<file path="src/sv/dfp_pkg.sv">
// ---------------------------------------------------------------------------
// dfp_pkg: shared types and constants of the decimal field frame parser
// Character codes, field limit, parse phase encoding and result beat layout.
// ---------------------------------------------------------------------------
package dfp_pkg;

   localparam int MAX_FIELDS   = 16;
   localparam int FIELD_LIMIT  = (MAX_FIELDS > 16) ? 16 : MAX_FIELDS;

   localparam logic [7:0] CHAR_CR    = 8'h0D;
   localparam logic [7:0] CHAR_LF    = 8'h0A;
   localparam logic [7:0] CHAR_SEP   = 8'h3A;
   localparam logic [7:0] CHAR_ZERO  = 8'h30;
   localparam logic [7:0] CHAR_NUL   = 8'h00;
   localparam logic [7:0] START_RESET = 8'h23;

   localparam logic [4:0] FIELD_LIMIT_W = 5'(FIELD_LIMIT);

   typedef enum logic [2:0] {
      PHASE_IDLE = 3'b001,
      PHASE_BODY = 3'b010,
      PHASE_CR   = 3'b100
   } phase_type;

   typedef struct packed {
      logic [31:0] field_value;
      logic [3:0]  field_number;
      logic        last_field;
      logic        frame_error;
      logic        field_overflow;
   } result_type;

endpackage

</file>
<file path="src/sv/dfp_parse.sv">
// ---------------------------------------------------------------------------
// dfp_parse: frame state and per-byte parse step
// Holds phase, accumulator, field count and overflow flag; folds one byte per
// enabled cycle and reports whether that byte produces a result beat.
// ---------------------------------------------------------------------------
module dfp_parse
   import dfp_pkg::*;
(
   input  logic        clock,
   input  logic        reset,
   input  logic        step_en,
   input  logic [7:0]  rx_byte,
   input  logic [7:0]  start_char,
   output logic        has_result,
   output result_type  result
);

   phase_type   phase_ff, phase_in;
   logic [31:0] acc_ff, acc_in;
   logic [3:0]  count_ff, count_in;
   logic        ovf_ff, ovf_in;

   logic [31:0] acc_fold;
   logic [4:0]  count_next;
   logic        count_room;

   assign acc_fold   = (acc_ff << 3) + (acc_ff << 1) + {24'd0, rx_byte} - {24'd0, CHAR_ZERO};
   assign count_next = {1'b0, count_ff} + 5'd1;
   assign count_room = count_next < FIELD_LIMIT_W;

   always_comb begin
      phase_in   = phase_ff;
      acc_in     = acc_ff;
      count_in   = count_ff;
      ovf_in     = ovf_ff;
      has_result = 1'b0;
      result     = '{field_value: acc_ff, field_number: count_ff, last_field: 1'b0,
                     frame_error: 1'b0, field_overflow: ovf_ff};
      unique case (phase_ff)
         PHASE_BODY: begin
            if (rx_byte == CHAR_CR) begin
               phase_in = PHASE_CR;
            end else if (rx_byte == CHAR_SEP || rx_byte == CHAR_NUL) begin
               has_result = 1'b1;
               acc_in     = '0;
               if (count_room) begin
                  count_in = count_next[3:0];
               end else begin
                  ovf_in = 1'b1;
               end
            end else begin
               acc_in = acc_fold;
            end
         end
         PHASE_CR: begin
            has_result = 1'b1;
            if (rx_byte == CHAR_LF) begin
               result.last_field = 1'b1;
            end else begin
               result = '{field_value: '0, field_number: '0, last_field: 1'b1,
                          frame_error: 1'b1, field_overflow: ovf_ff};
            end
            phase_in = PHASE_IDLE;
            acc_in   = '0;
            count_in = '0;
            ovf_in   = 1'b0;
         end
         default: begin
            phase_in = PHASE_IDLE;
            if (rx_byte == start_char) begin
               phase_in = PHASE_BODY;
               acc_in   = '0;
               count_in = '0;
               ovf_in   = 1'b0;
            end
         end
      endcase
   end

   always_ff @(posedge clock) begin
      if (reset) begin
         phase_ff <= PHASE_IDLE;
         acc_ff   <= '0;
         count_ff <= '0;
         ovf_ff   <= 1'b0;
      end else if (step_en) begin
         phase_ff <= phase_in;
         acc_ff   <= acc_in;
         count_ff <= count_in;
         ovf_ff   <= ovf_in;
      end
   end

endmodule

</file>
<file path="src/sv/decimal_field_frame_parser_top.sv">
// ---------------------------------------------------------------------------
// decimal_field_frame_parser_top: framed decimal field parser
// Cuts colon separated decimal fields out of a byte stream framed by a start
// character and CR LF.
// ---------------------------------------------------------------------------
//  channel  | handshake              | payload
//  req      | req_valid / req_ready  | req_rx_byte
//  rsp      | rsp_valid / rsp_ready  | rsp_field_value, _number, last, error, overflow
//  csr      | csr_wr_en              | csr_wr_data (start character)
//
//  One byte per cycle, except that a byte with a result stalls while a result beat waits.
//  Input register feeds one parse step into the result register.
//  A byte without a result passes even while a result beat waits.
//  Synchronous reset clears frame state and sets start character to '#'.
// ---------------------------------------------------------------------------
module decimal_field_frame_parser_top
   import dfp_pkg::*;
(
   input  logic        clock,
   input  logic        reset,
   input  logic        req_valid,
   output logic        req_ready,
   input  logic [7:0]  req_rx_byte,
   output logic        rsp_valid,
   input  logic        rsp_ready,
   output logic [31:0] rsp_field_value,
   output logic [3:0]  rsp_field_number,
   output logic        rsp_last_field,
   output logic        rsp_frame_error,
   output logic        rsp_field_overflow,
   input  logic        csr_wr_en,
   input  logic [7:0]  csr_wr_data
);

   logic [7:0] start_ff;
   logic       in_valid_ff;
   logic [7:0] in_byte_ff;
   logic       out_valid_ff;
   result_type out_ff;

   logic       has_result;
   result_type result;
   logic       advance;
   logic       out_free;

   assign out_free  = !out_valid_ff || rsp_ready;
   assign advance   = in_valid_ff && (!has_result || out_free);
   assign req_ready = !in_valid_ff || advance;

   dfp_parse u_parse (
      .clock      (clock),
      .reset      (reset),
      .step_en    (advance),
      .rx_byte    (in_byte_ff),
      .start_char (start_ff),
      .has_result (has_result),
      .result     (result)
   );

   always_ff @(posedge clock) begin
      if (reset) begin
         start_ff <= START_RESET;
      end else if (csr_wr_en) begin
         start_ff <= csr_wr_data;
      end
   end

   always_ff @(posedge clock) begin
      if (reset) begin
         in_valid_ff <= 1'b0;
      end else if (req_ready) begin
         in_valid_ff <= req_valid;
      end
   end

   always_ff @(posedge clock) begin
      if (req_ready && req_valid) begin
         in_byte_ff <= req_rx_byte;
      end
   end

   always_ff @(posedge clock) begin
      if (reset) begin
         out_valid_ff <= 1'b0;
      end else if (advance && has_result) begin
         out_valid_ff <= 1'b1;
      end else if (rsp_ready) begin
         out_valid_ff <= 1'b0;
      end
   end

   always_ff @(posedge clock) begin
      if (advance && has_result) begin
         out_ff <= result;
      end
   end

   assign rsp_valid          = out_valid_ff;
   assign rsp_field_value    = out_ff.field_value;
   assign rsp_field_number   = out_ff.field_number;
   assign rsp_last_field     = out_ff.last_field;
   assign rsp_frame_error    = out_ff.frame_error;
   assign rsp_field_overflow = out_ff.field_overflow;

endmodule
</file>
<file path="config.mk">
export PLATFORM = sky130hd
export DESIGN_NAME = decimal_field_frame_parser_top
export DESIGN_NICKNAME = d
export VERILOG_FILES = /design/src/sv/dfp_pkg.sv /design/src/sv/dfp_parse.sv /design/src/sv/decimal_field_frame_parser_top.sv
export SDC_FILE = /design/constraint.sdc
export NUM_CORES = 1
export LEC_CHECK = 0
export BUFFER_PORTS_ARGS = -buffer_cell sky130_fd_sc_hd__buf_2
export CAP_MARGIN = 20
export CORE_ASPECT_RATIO = 0.7
export CORE_MARGIN = 10
export CORE_UTILIZATION = 39
export DETAILED_ROUTE_END_ITERATION = 6
export SYNTH_ARGS = -nofsm -noshare
export SYNTH_HDL_FRONTEND = slang
export SYNTH_HIERARCHICAL = 1
export SYNTH_SLANG_ARGS = --single-unit
</file>
<file path="constraint.sdc">
create_clock -name clock -period 3.6 [get_ports clock]
set_input_delay 0.18 -clock clock [delete_from_list [all_inputs] [get_ports clock]]
set_output_delay 0.18 -clock clock [all_outputs]
set_load 0.01 [all_outputs]
</file>
==> flow_summary.yaml <==
layout:
  final_nets: 823
  fin_area_um2: 7220
  layout_common_cells: "inv_1 (98), ha_1 (78), nor2_1 (64)"
  diodes: 0
  syn_to_final_growth_pct: 16.3
  layout-drive-gt1-share_pct: 17.1
  fillerInstances: 1479
  fin_util_pct: 46.5
  final_common_cell: "inv_1"
floorplan:
  die_h_um: 126
  die_w_um: 171
  die-area_um2: 21500
  start_util_pct: 40.0
  num_rows: 38
  core_um2: 15500
  io_pins: 62
detailed_routing:
  drt-initial-drc-count: 380
  drc: 0
  firstDrtPassIters: 5
  ant_nets: 0
  vias_per_cell: 5.07
  avgRoutedWirePerCell_um: 16.0
  drt_wl_total_um: 14700
  num_vias: 4652
timing:
  slew_viol_final: 0
  tightestPinTransition_ns: 1.08
  slew_headroom_pct: 28.3
  hold_violations: 0
  min_period_ns: 3.44
  setup-violations-final: 0
  fin_crit_sh_pct: 95.5
  final.setup_skew_ns: 0.0102
  clock.fmax_mhz: 291
placed_design:
  gp_congestion: 0.839
  dp_hpwl_um: 11000
  portBuffers: 61
  placed_cell_area_um2: 6760
logic_synthesis:
  synth_flop_cell: "dfxtp_1"
  synth-edff-count: 47
  syn_inst: 642
  syn_area_um2: 6210
  mappedNetlistNets: 752
  syn_avg_cell_area_um2: 9.68
  synth_seq_area_share_pct: 38.8
  synth_warnings: 6
  yosysUniqueCellTypes: 59
  ys_seq_elements: 97
  async_reset_ff_share_pct: 0
cts:
  clk_pin_slew_ns: 0.07
  htreeDepth: 3
  clockBufferDepth: 2
  clock_latency_ns: 0.36
  clockRootBuffer: "clkbuf_16"
  cts_tree: "yes"
  numCtsBuffers: 9
  cts.sinks: 97
grt:
  grt_pass1_wl_um: 24800
  antenna_found_initial: 0
  grt_max_degree: 40
  grt.total_usage_pct: 14.1
  grt_pass1_vias: 4827
  overflow: 0
critical_path:
  arrival_ns: 3.69
  cp-end-kind: "flip-flop"
  required_ns: 3.85
  path_max_fanout: 4
  crit_type: "flip-flop to flip-flop"
  startpoint_type: "flip-flop"
worst_hold_path:
  min_path_type: "primary input to flip-flop"
power_and_ir_drop:
  power.leakage_nw: 3.41
  power-per-cell-area_nw_per_um2: 331
  peakVddDrop_mv: 0.192
status:
  outcome: "completed"
job:
  drv_cap: 0
registers in the layout (all words and copies together) (netlist names):
register            cells
rsp_last_field          1
in_valid_ff             1
rsp_field_overflow      1
u_parse/phase_ff        3
start_ff                8
u_parse/acc_ff         32
rsp_valid               1
u_parse/ovf_ff          1
rsp_field_number        4
rsp_field_value        32
rsp_frame_error         1
in_byte_ff              8
u_parse/count_ff        4
where the power goes:
part	total [mW]	leakage (nW)	switching [mW]	internal (mW)
logic	0.224	2.35	0.120	0.104
registers	1.17	0.913	0.0128	1.16
clock network	0.995	0.150	0.448	0.547
stage by stage:
stage,cells,setup WS [ns],TNS [ns],hold WS [ns],power [mW]
detailed placement,894,0.00775,0,0.360,1.40
finish,918,0.164,0,0.0229,2.39
global route,918,-0.0162,-0.0162,0.00505,2.49
global placement,894,0.190,0,0.361,1.39
floorplan,642,0.0418,0,0.279,1.34
CTS,915,0.0407,0,0.00219,2.41
logic make-up (layout without fill, tap and decap cells):
kind of cell / Yosys count / in the layout / synth area share (%)
adder cells (fa/ha/maj): 89 / 89 / 18.7
AO/OA/AOI/OAI: 137 / 137 / 16.1
multiplexers: 7 / 7 / 1.15
flip-flops: 97 / 97 / 38.8
XOR/XNOR: 34 / 34 / 4.79
buffers and inverters: 120 / 196 / 7.90
AND/OR/NAND/NOR: 158 / 158 / 12.6
critical path: stages (launching register included):
cell and delay (ns):
edfxtp_1 0.35, inv_1 0.06, fa_1 0.42, inv_1 0.09
fa_2 0.48, ha_4 0.27, a21oi_4 0.17, o211ai_4 0.13
a31oi_4 0.25, a21oi_2 0.10, o31ai_2 0.29, a21oi_1 0.12
or3_1 0.35, a32o_1 0.26
timing repair:
| item | CTS | global route |
|---|---|---|
| resized for setup | 1 | 13 |
| hold endpoints to repair | 5 | 0 |
| endpoints found under the setup margin | 1 | 11 |
| hold buffers | 5 | 0 |
| pin swaps | 1 | 9 |
| buffers inserted | 0 | 3 |
| gates cloned | 0 | 0 |
path summary, 6_finish.rpt:
| check | depth (start not counted) | from | endpoint | slack, ns |
|---|---|---|---|---|
| setup / recovery | 13 | in_byte_ff[3] | u_parse/acc_ff[30] | 0.16 |
| hold / removal | 1 | req_rx_byte[4] | in_byte_ff[4] | 0.02 |
| setup reg to reg | 13 | in_byte_ff[3] | u_parse/acc_ff[30] | 0.16 |
| hold reg to reg | 1 | u_parse/acc_ff[13] | u_parse/acc_ff[13] | 0.48 |
cell usage after synthesis (all sizes together) (10+ instances only):
library cell / number / area (um^2)
dfxtp: 50 / 1000
edfxtp: 47 / 1410
ha: 83 / 1040
xor2: 10 / 87.6
a21oi: 34 / 178
nand4: 10 / 62.6
xnor2: 24 / 210
a21o: 17 / 128
nand2: 28 / 105
a22o: 16 / 140
buf: 11 / 81.3
nor2: 65 / 244
clkbuf: 11 / 41.3
inv: 98 / 368
nor2b: 13 / 86.3
o21ai: 18 / 90.1
a22oi: 12 / 90.1
final cells by class:
type	count	area [um^2]	share of cell area [%]
timing repair buffer	82	475	6.58
tap	200	250	3.46
sequential	97	2410	33.4
inverter	98	368	5.09
clock inverter	7	76.3	1.06
clock buffer	9	225	3.12
multi-input combinational	425	3420	47.3
metal layers:
layer / vias up / global-route usage [%] / wire length, um
met1: 2157 / 20.2 / 7680
met2: 100 / 19.8 / 5930
met5: - / 0 / 0
met4: 0 / 4.90 / 216
li1: 2375 / - / -
met3: 20 / 3.49 / 840
Power figures use the tool's default switching activity.
